**src/hw/rtl/wmf_pkg.sv**
```systemverilog
`default_nettype none

package wmf_pkg;

   // Default sizes of the window and of the image.
   localparam int MAX_WINDOW_DEF = 7;
   localparam int MAX_WIDTH_DEF  = 1024;
   localparam int MAX_HEIGHT_DEF = 1024;

   // The median is element (k*k)/MEDIAN_DIV of the sorted window.
   localparam int MEDIAN_DIV = 2;

   // Port and field widths, and the configuration reset values.
   localparam int CSR_IDX_W  = 2;
   localparam int CSR_DATA_W = 11;
   localparam int CHAN_W     = 8;
   localparam int NUM_CHAN   = 3;
   localparam int PIX_W      = NUM_CHAN * CHAN_W;
   localparam int BIT_IDX_W  = $clog2(CHAN_W);
   localparam int ANCHOR_W   = 10;

   localparam logic [2:0]            WINDOW_SIZE_RST  = 3'd3;
   localparam logic [CSR_DATA_W-1:0] IMAGE_WIDTH_RST  = 11'd640;
   localparam logic [CSR_DATA_W-1:0] IMAGE_HEIGHT_RST = 11'd480;

   // Register indexes of the configuration port.
   typedef enum logic [CSR_IDX_W-1:0] {
      REG_WINDOW_SIZE  = 2'd0,
      REG_IMAGE_WIDTH  = 2'd1,
      REG_IMAGE_HEIGHT = 2'd2
   } csr_reg_type;

   // One input word: a three-channel pixel.
   typedef struct packed {
      logic [CHAN_W-1:0] chan_a;
      logic [CHAN_W-1:0] chan_b;
      logic [CHAN_W-1:0] chan_c;
   } req_type;

   // One result word.
   typedef struct packed {
      logic [CHAN_W-1:0]   median_a;
      logic [CHAN_W-1:0]   median_b;
      logic [CHAN_W-1:0]   median_c;
      logic [ANCHOR_W-1:0] anchor_row;
      logic [ANCHOR_W-1:0] anchor_col;
      logic                frame_end;
   } rsp_type;

   // Commands from the controller to the datapath.
   typedef struct packed {
      logic                 accept;
      logic                 load;
      logic                 count;
      logic                 decide;
      logic                 out_load;
      logic [BIT_IDX_W-1:0] bit_idx;
   } ctrl_cmd_type;

   // Status from the datapath to the controller.
   typedef struct packed {
      logic emit;
      logic out_free;
   } ctrl_status_type;

endpackage

`default_nettype wire

```
**src/hw/rtl/wmf_ctrl.sv**
```systemverilog
`default_nettype none

module wmf_ctrl import wmf_pkg::*; (
   input  wire logic            clock,
   input  wire logic            reset,
   input  wire logic            req_valid,
   output logic                 req_ready,
   input  wire ctrl_status_type status,
   output ctrl_cmd_type         cmd
);

   typedef enum logic [4:0] {
      S_IDLE   = 5'b00001,
      S_LOAD   = 5'b00010,
      S_COUNT  = 5'b00100,
      S_DECIDE = 5'b01000,
      S_EMIT   = 5'b10000
   } state_type;

   state_type            state_ff, state_in;
   logic [BIT_IDX_W-1:0] bit_ff, bit_in;

   // Next state and command decode.
   always_comb begin
      state_in     = state_ff;
      bit_in       = bit_ff;
      req_ready    = 1'b0;
      cmd          = '0;
      cmd.bit_idx  = bit_ff;
      unique case (state_ff)
         S_IDLE: begin
            req_ready  = 1'b1;
            cmd.accept = req_valid;
            if (req_valid) begin
               state_in = S_LOAD;
            end
         end
         S_LOAD: begin
            cmd.load = 1'b1;
            bit_in   = BIT_IDX_W'(CHAN_W - 1);
            state_in = status.emit ? S_COUNT : S_IDLE;
         end
         S_COUNT: begin
            cmd.count = 1'b1;
            state_in  = S_DECIDE;
         end
         S_DECIDE: begin
            cmd.decide = 1'b1;
            if (bit_ff == '0) begin
               state_in = S_EMIT;
            end else begin
               bit_in   = bit_ff - 1'b1;
               state_in = S_COUNT;
            end
         end
         S_EMIT: begin
            if (status.out_free) begin
               cmd.out_load = 1'b1;
               state_in     = S_IDLE;
            end
         end
         default: begin
            state_in = S_IDLE;
         end
      endcase
   end

   // State registers.
   always_ff @(posedge clock) begin
      if (reset) begin
         state_ff <= S_IDLE;
         bit_ff   <= '0;
      end else begin
         state_ff <= state_in;
         bit_ff   <= bit_in;
      end
   end

   // A result word is only loaded when the output register can take it.
   assert property (@(posedge clock) disable iff (reset)
      cmd.out_load |-> status.out_free)
      else $error("result loaded over a word still waiting");

   // An accepted word is always moved into the window on the next cycle.
   assert property (@(posedge clock) disable iff (reset)
      cmd.accept |=> state_ff == S_LOAD)
      else $error("accepted word not loaded");

   // The last bit decision always leads to emitting the result.
   assert property (@(posedge clock) disable iff (reset)
      (cmd.decide && bit_ff == '0) |=> state_ff == S_EMIT)
      else $error("selection ended without a result");

endmodule

`default_nettype wire

```
**config.mk**
```make
export PLATFORM = sky130hd
export DESIGN_NAME = wmf_ctrl
export DESIGN_NICKNAME = d
export VERILOG_FILES = /design/src/hw/rtl/wmf_pkg.sv /design/src/hw/rtl/wmf_ctrl.sv
export SDC_FILE = /design/constraint.sdc
export NUM_CORES = 1
export LEC_CHECK = 0
export BUFFER_PORTS_ARGS = -buffer_cell sky130_fd_sc_hd__buf_2
export CAP_MARGIN = 10
export CELL_PAD_IN_SITES_DETAIL_PLACEMENT = 1
export CELL_PAD_IN_SITES_GLOBAL_PLACEMENT = 2
export CORE_UTILIZATION = 26
export CTS_CLUSTER_DIAMETER = 100
export DETAILED_ROUTE_END_ITERATION = 16
export GPL_ROUTABILITY_DRIVEN = 1
export GPL_TIMING_DRIVEN = 0
export PLACE_DENSITY_LB_ADDON = 0.1
export SYNTH_ARGS = -nofsm -noshare
export SYNTH_HDL_FRONTEND = slang
export SYNTH_SLANG_ARGS = --single-unit
```
**constraint.sdc**
```tcl
create_clock -name clock -period 1.5 [get_ports clock]
set_input_delay 0.375 -clock clock [delete_from_list [all_inputs] [get_ports clock]]
set_output_delay 0.375 -clock clock [all_outputs]
set_load 0.02 [all_outputs]
```
## Yosys cells after proc, flatten, opt, wreduce, memory -nomap -nowiden

Index checks and enable logic that the tools add are counted.

- Add/sub/neg operators: 1
- $mul: 0
- Divide/modulo/power cells: 0
- Order comparisons: 0
- Equality and inequality tests: 8
- Shifts and indexed selects: 0
- Mux-type cells: 14
- Bitwise gates (word level): 0
- Reduce and logical (&&, ||, !) cells: 4

Operators with widths:

| kind | count |
|---|---|
| $pmux W5 S5 | 1 |
| $mux W5 | 3 |
| $mux W1 | 7 |
| $mux W3 | 2 |
| $ne A2 B2 Y1 const B | 3 |
| $pmux W3 S2 | 1 |
| $eq A5 B1 Y1 const B | 1 |
| $eq A5 B2 Y1 const B | 1 |
| $eq A5 B3 Y1 const B | 1 |
| $eq A5 B4 Y1 const B | 1 |
| $eq A5 B5 Y1 const B | 1 |
| $reduce_and A2 Y1 | 2 |
| $logic_not A3 Y1 | 1 |
| $sub A3 B1 Y3 const B | 1 |
| $reduce_bool A2 Y1 | 1 |

- Bits in registers: 8
- Bits in latches: 0
- Memory bits (writable): 0
- Memory bits (read-only): 0
- Input bits: 5
- Output and inout bits: 9
- Word-level logic and storage cells: 29
- Memories: 0

## Longest topological paths before layout

Gate-level depths: netlist of the first run.

- Depth in word-level cells: 3
- Mapped depth: 5
- Gate-level depth less buffers: 5

## Least setup slack after synthesis of the first run

OpenSTA, ideal clock, no wires.

- Path type: flip-flop to output port
- Start: register state_ff[0]
- End: output cmd[3] (netlist bit)
- Arrival time: 1409 ps
- Data required time: 1125 ps
- Path slack: -284 ps
- Stages on the path, launching flop included: 4
- Buffers on the path: 1
- Cells stage by stage: dfxtp_1 buf_6 or3_2 nor4b_2

RTL lines:

| what | line | RTL |
|---|---|---|
| start: declaration | wmf_ctrl.sv:20 | `state_type state_ff, state_in;` |
| start signal: assignment | wmf_ctrl.sv:74 | `state_ff <= state_in;` |
| end: declaration | wmf_ctrl.sv:9 | `output ctrl_cmd_type cmd` |

==> results of run 1 <==
==> final timing paths <==
path                                  to  slack, ns  cells past startpoint
setup / recovery                  cmd[3]      -0.34                      3
hold / removal    bit_ff[2]$_SDFFE_PP0P_       0.38                      2
hold reg to reg   bit_ff[2]$_SDFFE_PP0P_       0.53                      2
setup reg to reg  bit_ff[2]$_SDFFE_PP0P_       0.05                      4
==> kinds of logic (layout without fill, tap and decap cells) <==
| family | after synthesis | after routing |
|---|---|---|
| compound gates | 15 | 15 |
| fa+ha+maj | 2 | 2 |
| buf+inv | 9 | 36 |
| flops | 8 | 8 |
| simple gates | 26 | 26 |
==> layout make-up <==
class | count | area (um^2)
Buffer | 1 | 15.0
Clock buffer | 3 | 22.5
Fill cell | 254 | 1090
Inverter | 7 | 30.0
Multi-Input combinational cell | 43 | 389
Sequential cell | 8 | 176
Tap cell | 27 | 33.8
Timing Repair Buffer | 25 | 201
==> flip-flops by register name (all words and copies together), names as in the netlist <==
| name | cells |
|---|---|
| state_ff | 5 |
| bit_ff | 3 |
==> repair_timing <==
action,4_1_cts,5_1_grt
resized for setup,20,8
pin swaps,5,4
setup endpoints to repair,6,11
cloned,0,1
setup buffers,6,5
==> layer usage <==
metal  share of wire, %  track usage (%)
met5                  0                0
met4               0.65             5.00
met3                4.1             6.79
met2                 48             24.1
met1                 48             22.9
==> power by group through the flow <==
stage	Sequential, uW	Combinational, uW	Clock, uW
after floorplan	237	90.4	0
after global placement	233	132	0
after detailed placement	234	131	0
after CTS	231	176	180
after global routing	232	201	192
final	231	186	174
==> layout by cell type, fill, tap and decap left out, types with 2 or more instances in the layout <==
cell type / count
buf_4: 10
buf_2: 9
inv_1: 6
buf_6: 5
dfxtp_4: 4
nand3_1: 3
o21ai_0: 3
dfxtp_1: 3
clkbuf_4: 3
and2_1: 2
nor3_2: 2
nor4b_4: 2
nand4_1: 2
nor3b_1: 2
a31oi_1: 2
ha_1: 2
==> worst register-to-register path, stage by stage, from the launching register on <==
cell     delay, ns
dfxtp_4       0.36
or4b_4        0.57
buf_6         0.15
o31ai_2       0.17
a31oi_1       0.10
==> metrics by stage <==
| step | power (uW) | instance area, um^2 | hold WS (ns) |
|---|---|---|---|
| after global placement | 365 | 663 | 0.524 |
| final | 590 | 868 | 0.381 |
| after CTS | 587 | 788 | 0.375 |
| after floorplan | 327 | 564 | 0.444 |
| after global routing | 625 | 868 | 0.389 |
| after detailed placement | 364 | 663 | 0.523 |
==> results by group, run 1 <==
Run status
  • Status: finished with violations
  • Failing checks: negative setup slack

Power
  • Switching pwr: 179 uW
  • Flop pwr share: just under 40%
  • Net switching share of the total power: 30.3%
  • Pwr dens: ~680 nW/um^2
  • Leak Pwr: approximately 0.00037 uW
  • Int Power: 411 uW
  • Clock network fraction of design power: a little under 30%
  • Maximum vdd drop: 0.356 mV
  • Comb pwr share: around a third

Clocking
  • Max clock buf depth: 2
  • Root buf cell: clkbuf_4
  • Worst-path clk slew: around 0.06 ns
  • Clk_lat worst skew: around 0.27 ns
  • H-tree depth: 1
  • Clock sink count: 8
  • # hold bufs at CTS: 0
  • TritonCTS clock tree: done
  • CTS buffer count: 3

Synth
  • Mapped cell area: about 540 um^2
  • Synth Area in Adders: 4.60%
  • Count leader, synth: dfxtp_1
  • Top cells by area, synth: dfxtp_1 29%, inv_1 4.8%, ha_1 4.6%
  • Register area share after synthesis: 29.4%
  • Post-synthesis mux area share: 0%
  • #FFs+latches synth: 8
  • Post-synth EDFFs: 0
  • Largest family of logic cells by synthesized area: simple AND/OR/NAND/NOR gates
  • Synth cell types: 36
  • Cells after Synth: 60
  • Yosys top cell by area: dfxtp_1
  • Synthesized net count: 67
  • Simple-gate portion of the synthesized area: 37.2%
  • Yosys warns: 0
  • Post-synth ARST share: 0%
  • Synth Area in Compound Gates: 20.9%
  • Top-area cell type share of the netlist area: 29.4%
  • Syn Area/Cell: 9.07 um^2
  • Post-Synth XOR/XNOR Area: 0%
  • Ys flop type: dfxtp_1
  • Most frequent cells after synthesis: 8 x dfxtp_1, 7 x inv_1, 3 x nand3_1, 3 x o21ai_0

Routing
  • Initial DRT Pass Iterations: 4
  • Via count: 570
  • DRC: 0
  • Wire per inst: 14.8 um
  • Vias per Instance: 5.00
  • Final wirelength: roughly 1700 um
  • Post-DRT Antenna Nets: 0
  • Initial DRC count: 2

Cells and area
  • Final Util: 44.3%
  • Share of layout cells above drive strength 1: 54.0%
  • Nets: 96
  • N_diodes: 0
  • Area grow syn2layout: 59.5%
  • Final Non-Filler Cells: 114

Die
  • # rows: 16
  • Die Span Y: between 40 and 50 um
  • Die X: 47.8 um
  • IO Count: 14
  • Initial Utilization: 27.7%
  • Core Area: 1960 um^2
  • Die area: 2280 um^2

STA
  • Period utilization: 123%
  • Max transition margin: 78.2%
  • Layout Skew: about 0.015 ns
  • Worst slew pin tran: approximately 0.33 ns
  • Setup WS post-layout: -0.343 ns
  • RSZ-0062 raised after global routing: true
  • Setup TNS: -1.25 ns
  • Final min period: 1.84 ns
  • Fin. max-slew vios: 0
  • Endpoints failing setup: 6
  • Max Freq: 543 MHz
  • Fin. Hold Viols: 0

Global route
  • Congestion Overflow GR: 0
  • Initial antenna violation count: 0
  • Largest net degree at the start of global routing: 11
  • Vias in the first global route: 513
  • Global-route wire length before repair: roughly 2500 um
  • Total GRT Usage: between 10% and 20%

Placed design
  • Port-buffer cells: 13
  • GPL Wtd Cong: 0.686
  • HPWL after DPL: around 1100 um
  • Placed insts: 100
  • Place WS: -0.199 ns

Setup path
  • WP buf/inv: 1
  • Critical-path maximum fanout: 7
  • CP arrival: 1.47 ns
  • Crit. End Element: primary output
  • Crit path largest cell delay: roughly 0.40 ns
  • Slowest-stage cell, CP: or3_4
  • Critical path type: register to primary output
  • CP Cell Sequence: or3_4 > nor4b_4 > buf_4
  • Startpoint Class: register
  • Critical path's top delay family: simple AND/OR/NAND/NOR gates
  • Reg2reg start: state_ff[1]$_SDFFE_PP0P_
  • Critical Path Source: state_ff[3]$_SDFFE_PP0P_
  • Worst endpoint required time: approximately 1.1 ns

Flow run
  • Max Cap Viol: 0

Min path
  • Min-delay src: reset
  • Worst hold path type: input port to register
(Power assumes the default switching activity.)
==> run 2: changes to the inputs <==
CELL_PAD_IN_SITES_DETAIL_PLACEMENT = default   (was 1)
CELL_PAD_IN_SITES_GLOBAL_PLACEMENT = default   (was 2)
CORE_AREA = 2 2 39 41   (was default)
CORE_UTILIZATION = default   (was 26)
DIE_AREA = 0 0 41 43   (was default)
PLACE_DENSITY = 0.67   (was default)
PLACE_DENSITY_LB_ADDON = default   (was 0.1)
==> results by group, run 2 (synthesis gave the netlist of run 1 again) <==
Setup path
  • CP arrival: 1.46 ns (about the same)
  • FF-to-FF End: bit_ff[2]$_SDFFE_PP0P_
  • Crit. End Element: primary output
  • Worst reg-to-reg path cell count: 4 (unchanged)
  • Critical-path maximum fanout: 5 (-2)
  • Worst endpoint required time: 1.12 ns (about the same)
  • Critical path type: register to primary output
  • Startpoint Class: register
  • Reg2reg start: state_ff[0]$_SDFFE_PP1P_
  • R2R Setup Slk: 0.04 ns (about the same)

Global route
  • Global-route wire length before repair: 2170 um (-13%)
  • Vias in the first global route: 490 (-4.5%)
  • Largest net degree at the start of global routing: 11 (unchanged)
  • Initial antenna violation count: 0 (unchanged)
  • Congestion Overflow GR: 0 (unchanged)
  • Total GRT Usage: 17.9% (+1.2 points)

Die
  • # rows: 14 (-2)
  • Initial Utilization: 39.3% (+12 points)
  • Die area: 1760 um^2 (-23%)
  • IO Count: 14 (unchanged)
  • Die X: 41 um (-14%)
  • Core Area: 1380 um^2 (-29%)
  • Die Span Y: 43 um (-10%)

Run status
  • Status: finished with violations
  • Failing checks: negative setup slack

Cells and area
  • Commonest non-fill, non-tap cell in the layout: buf_4
  • Nets: 93 (-3.1%)
  • Max reg flops: 5 (unchanged)
  • Most frequent cells in the layout: 9 x buf_4, 8 x buf_2, 6 x inv_1, 5 x buf_6, 4 x dfxtp_4
  • Final Util: 59.3% (+15 points)
  • Final Non-Filler Cells: 100 (-12%)
  • Area grow syn2layout: 50.8%
  • Biggest register: state_ff
  • N_diodes: 0 (unchanged)
  • Regs by FF count: state_ff x5, bit_ff x3
  • Share of layout cells above drive strength 1: 51.2% (-2.8 points)

Routing
  • Initial DRT Pass Iterations: 5 (+1)
  • Initial DRC count: 12 (+10)
  • Vias per Instance: 5.65 (+13%)
  • Post-DRT Antenna Nets: 0 (unchanged)
  • DRC: 0 (unchanged)
  • Wire per inst: 13.7 um (-7.3%)
  • Via count: 565 (-0.88%)
  • Final wirelength: 1370 um (-19%)

STA
  • Final min period: 1.83 ns (-0.0101 ns)
  • Fin. max-slew vios: 0 (unchanged)
  • Max transition margin: 79.0% (+0.73 points)
  • Max Freq: 546 MHz (+0.55%)
  • Worst slew pin tran: 0.314 ns (-0.0115 ns)
  • Layout Skew: 0.00135 ns (-0.0136 ns)
  • Fin. Hold Viols: 0 (unchanged)
  • Endpoints failing setup: 6 (unchanged)
  • Setup WS post-layout: -0.333 ns (+0.0101 ns)
  • RSZ-0062 raised after global routing: true
  • Period utilization: 122% (-0.67 points)

Clocking
  • Clock sink count: 8 (unchanged)
  • Max clock buf depth: 2 (unchanged)
  • Clk_lat worst skew: 0.26 ns (about the same)
  • CTS buffer count: 3 (unchanged)
  • TritonCTS clock tree: done
  • Root buf cell: clkbuf_4
  • Worst-path clk slew: 0.06 ns (about the same)
  • H-tree depth: 1 (unchanged)

Min path
  • Worst hold path depth: 2 (unchanged)
  • Min-delay src: reset
  • Worst Hold Path EP: bit_ff[2]$_SDFFE_PP0P_
  • Worst hold path type: input port to register

Placed design
  • Place WS: -0.184 ns (+0.0149 ns)
  • HPWL after DPL: 882 um (-18%)
  • GPL Wtd Cong: 0.755 (+10%)
  • Placed insts: 89 (-11%)
  • Port-buffer cells: 13 (unchanged)

Power
  • Leak Pwr: 0.000347 uW (-5.2%)
  • Maximum vdd drop: 0.374 mV (+4.9%)
  • Pwr dens: 703 nW/um^2 (+3.5%)

Flow run
  • Max Cap Viol: 0 (unchanged)
-- run 2: cell count changes in the layout (fill, tap and decap cells not counted), sizes merged --
cell    previous run  this run
buf               25        23
clkbuf             4         3
-- run 2: layout make-up --
| type | instances | area [um^2] |
|---|---|---|
| multi-input cells | 43 | 393 |
| inverters | 7 | 30.0 |
| clock buffers | 3 | 22.5 |
| plain buffers | 1 | 15.0 |
| repair buffers | 22 | 164 |
| well taps | 16 | 20.0 |
| flip-flops and latches | 8 | 176 |
| fillers | 115 | 563 |
-- run 2: worst max-delay path by stage --
stage | endpoint | cells after the start | startpoint
floorplan | cmd[3] | 3 | state_ff[0]$_SDFFE_PP1P_
global placement | cmd[7] | 4 | state_ff[1]$_SDFFE_PP0P_
detailed placement | cmd[7] | 4 | state_ff[1]$_SDFFE_PP0P_
CTS | cmd[3] | 4 | state_ff[0]$_SDFFE_PP1P_
global route | cmd[3] | 3 | state_ff[0]$_SDFFE_PP1P_
finish | cmd[3] | 3 | state_ff[0]$_SDFFE_PP1P_
-- run 2: worst max-delay path, cell delays in order, from the launching register on --
cell     delay (ns)
dfxtp_4        0.36
or3_4          0.42
nor4b_4        0.25
buf_4          0.17
-- run 2: per-stage QoR --
stage	instance area, um^2	power [uW]	hold WS [ns]	setup TNS [ns]
after floorplan	564	327	0.444	-0.0418
after global placement	649	358	0.513	-0.621
after detailed placement	649	359	0.518	-0.604
after CTS	785	570	0.370	-1.42
after global routing	821	610	0.381	-1.59
final	821	577	0.378	-1.24
-- run 2: what timing repair did --
item,CTS,global route
resized for setup,22,7
endpoints found under the hold margin,0,0
endpoints found under the setup margin,6,7
pin swaps,3,5
hold buffers,0,0
setup buffers,5,4
-- run 2: layer usage --
metal	GRT usage [%]	vias up	wire, um
li1	-	278	-
met1	24.9	266	631
met2	25.9	18	660
met3	3.14	3	56
met4	8.00	0	27
met5	0	-	0
-- run 2: report_power, final --
part	internal [uW]	switching [uW]
Sequential	219	9.94
Clock	92.5	87.2
Combinational	86.6	82.1
==> run 3: changes to the inputs <==
CTS_BUF_LIST = sky130_fd_sc_hd__clkbuf_8   (was default)
==> results by group, run 3 (synthesis gave the netlist of run 1 again) <==
Setup path
  • Crit path largest cell delay: 0.40 ns (-0.02 ns)
  • R2R Setup Slk: 0.01 ns (-0.03 ns)
  • WP buf/inv: 1 (unchanged)
  • Worst endpoint required time: 1.12 ns (about the same)
  • Startpoint Class: register
  • CP Cell Sequence: or3_4 > nor4b_4 > buf_4
  • CP arrival: 1.42 ns (-0.04 ns)
  • Slowest-stage cell, CP: or3_4
  • Crit. End Element: primary output
  • Critical-path maximum fanout: 7 (+2)
  • Critical path's top delay family: simple AND/OR/NAND/NOR gates
  • Critical path type: register to primary output

Die
  • Die X: 41 um (unchanged)
  • # rows: 14 (unchanged)
  • Core Area: 1380 um^2 (unchanged)
  • Initial Utilization: 39.3% (unchanged)
  • Die area: 1760 um^2 (unchanged)
  • Die Span Y: 43 um (unchanged)
  • IO Count: 14 (unchanged)

Cells and area
  • Area grow syn2layout: 52.0%
  • Fill cells: 114 (-0.87%)
  • Regs by FF count: state_ff x5, bit_ff x3
  • Nets: 92 (-1.1%)
  • Post-route cell area: 827 um^2 (+0.76%)
  • N_diodes: 0 (unchanged)
  • Share of layout cells above drive strength 1: 49.4% (-1.8 points)
  • Biggest register: state_ff
  • Multi-input gate area: 389 um^2 (-0.96%)
  • Sequential cell area: 179 um^2 (+1.4%)
  • Most frequent cells in the layout: 8 x buf_2, 8 x buf_4, 7 x inv_1, 5 x buf_6, 5 x dfxtp_4
  • Max reg flops: 5 (unchanged)

Clocking
  • Max clock buf depth: 2 (unchanged)
  • # hold bufs at CTS: 0 (unchanged)
  • Worst-path clk slew: 0.04 ns (-0.02 ns)
  • Root buf cell: clkbuf_8
  • CTS buffer count: 3 (unchanged)
  • TritonCTS clock tree: done
  • Clk_lat worst skew: 0.23 ns (-0.03 ns)
  • H-tree depth: 1 (unchanged)
  • Clock sink count: 8 (unchanged)

STA
  • Fin. Hold Viols: 0 (unchanged)
  • Hold Worst Slack: 0.421 ns (+0.0431 ns)
  • RSZ-0062 raised after global routing: true
  • Fin. max-slew vios: 0 (unchanged)
  • Period utilization: 120% (-2.6 points)
  • Setup WS post-layout: -0.295 ns (+0.0383 ns)
  • Max transition margin: 78.7% (-0.26 points)
  • Layout Skew: 0.00388 ns (+0.00253 ns)
  • Setup TNS: -1.06 ns (+0.189 ns)
  • Max Freq: 557 MHz (+2.1%)
  • Worst slew pin tran: 0.320 ns (+0.00530 ns)
  • Endpoints failing setup: 6 (unchanged)
  • Final min period: 1.79 ns (-0.0383 ns)

Global route
  • Total GRT Usage: 16.8% (-1.1 points)
  • Initial antenna violation count: 0 (unchanged)
  • Global-route wire length before repair: 1990 um (-8.3%)
  • Vias in the first global route: 445 (-9.2%)
  • Congestion Overflow GR: 0 (unchanged)
  • Largest net degree at the start of global routing: 11 (unchanged)

Routing
  • Post-DRT Antenna Nets: 0 (unchanged)
  • Initial DRC count: 9 (-3)
  • Wire per inst: 13.7 um (-0.31%)
  • DRC: 0 (unchanged)
  • Via count: 573 (+1.4%)
  • Initial DRT Pass Iterations: 4 (-1)
  • Vias per Instance: 5.79 (+2.4%)
  • Final wirelength: 1360 um (-1.3%)

Placed design
  • GPL Wtd Cong: 0.755 (unchanged)
  • Placed cell area: 649 um^2 (unchanged)
  • Port-buffer cells: 13 (unchanged)
  • HPWL after DPL: 882 um (unchanged)

Power
  • Comb pwr share: 25.6% (-3.6 points)
  • Total chip power: 659 uW (+14%)
  • Switching pwr: 180 uW (+0.40%)
  • Int Power: 479 uW (+20%)
  • Flop pwr share: 34.6% (-5.0 points)
  • Leak Pwr: 0.000350 uW (+0.89%)
  • Net switching share of the total power: 27.3% (-3.8 points)
  • Maximum vdd drop: 0.444 mV (+19%)
  • Clock network fraction of design power: 39.7% (+8.5 points)
  • Pwr dens: 797 nW/um^2 (+13%)

Flow run
  • Max Cap Viol: 0 (unchanged)

Run status
  • Failing checks: negative setup slack
  • Status: finished with violations

Min path
  • Worst hold path type: input port to register
## run 3: cell types whose count changed in the layout (fill, tap and decap cells not counted)
cell	delta
clkbuf_4	-3
clkbuf_8	+3
and3_2	+1
and3_4	-1
buf_4	-1
clkinvlp_4	-1
dfxtp_2	-1
dfxtp_4	+1
inv_1	+1
## run 3: metal layers
metal / GRT usage (%) / part of all wire (%) / up-vias
li1: - / - / 276
met1: 24.3 / 46 / 268
met2: 22.2 / 46 / 24
met3: 3.14 / 4.7 / 5
met4: 10.0 / 2.7 / 0
met5: 0 / 0 / -
## run 3: worst reg2reg max path: cells and delay by family (launching register included)
kind	cells	cell delay [ns]
buf+inv	1	0.15
flops	1	0.35
simple gates	1	0.56
compound gates	2	0.31
## run 3: what timing repair did
action	in CTS	in global routing
setup endpoints to repair	6	7
setup buffers	4	4
resized for setup	20	8
pin swaps	3	7
## run 3: cell type report
cell class | instances | share of cell area, %
tap | 16 | 2.42
buffer | 1 | 1.82
timing repair buffer | 21 | 18.9
inverter | 7 | 3.18
clock buffer | 3 | 4.99
multi-input combinational | 43 | 47.0
sequential | 8 | 21.6
## run 3: worst paths after layout
check	startpoint	to	cells past startpoint
max	state_ff[3]$_SDFFE_PP0P_	cmd[3]	3
min	reset	bit_ff[2]$_SDFFE_PP0P_	2
max reg2reg	state_ff[0]$_SDFFE_PP1P_	bit_ff[2]$_SDFFE_PP0P_	4
min reg2reg	bit_ff[0]$_SDFFE_PP0P_	bit_ff[0]$_SDFFE_PP0P_	2
## run 3: metrics by stage
stage | setup WS (ns) | instances | utilization (%)
2_1_floorplan | -0.0244 | 60 | -
3_3_place_gp | -0.180 | 89 | 46.9
3_5_place_dp | -0.184 | 89 | 46.9
4_1_cts | -0.316 | 96 | 57.0
5_1_grt | -0.341 | 99 | 59.8
6_report | -0.295 | 99 | 59.8
## run 3: power groups by stage
stage	sequential [uW]	combinational, uW	clock [uW]
after global placement	233	125	0
after CTS	229	156	270
after floorplan	237	90.4	0
after detailed placement	233	126	0
final	228	169	262
after global routing	230	181	281
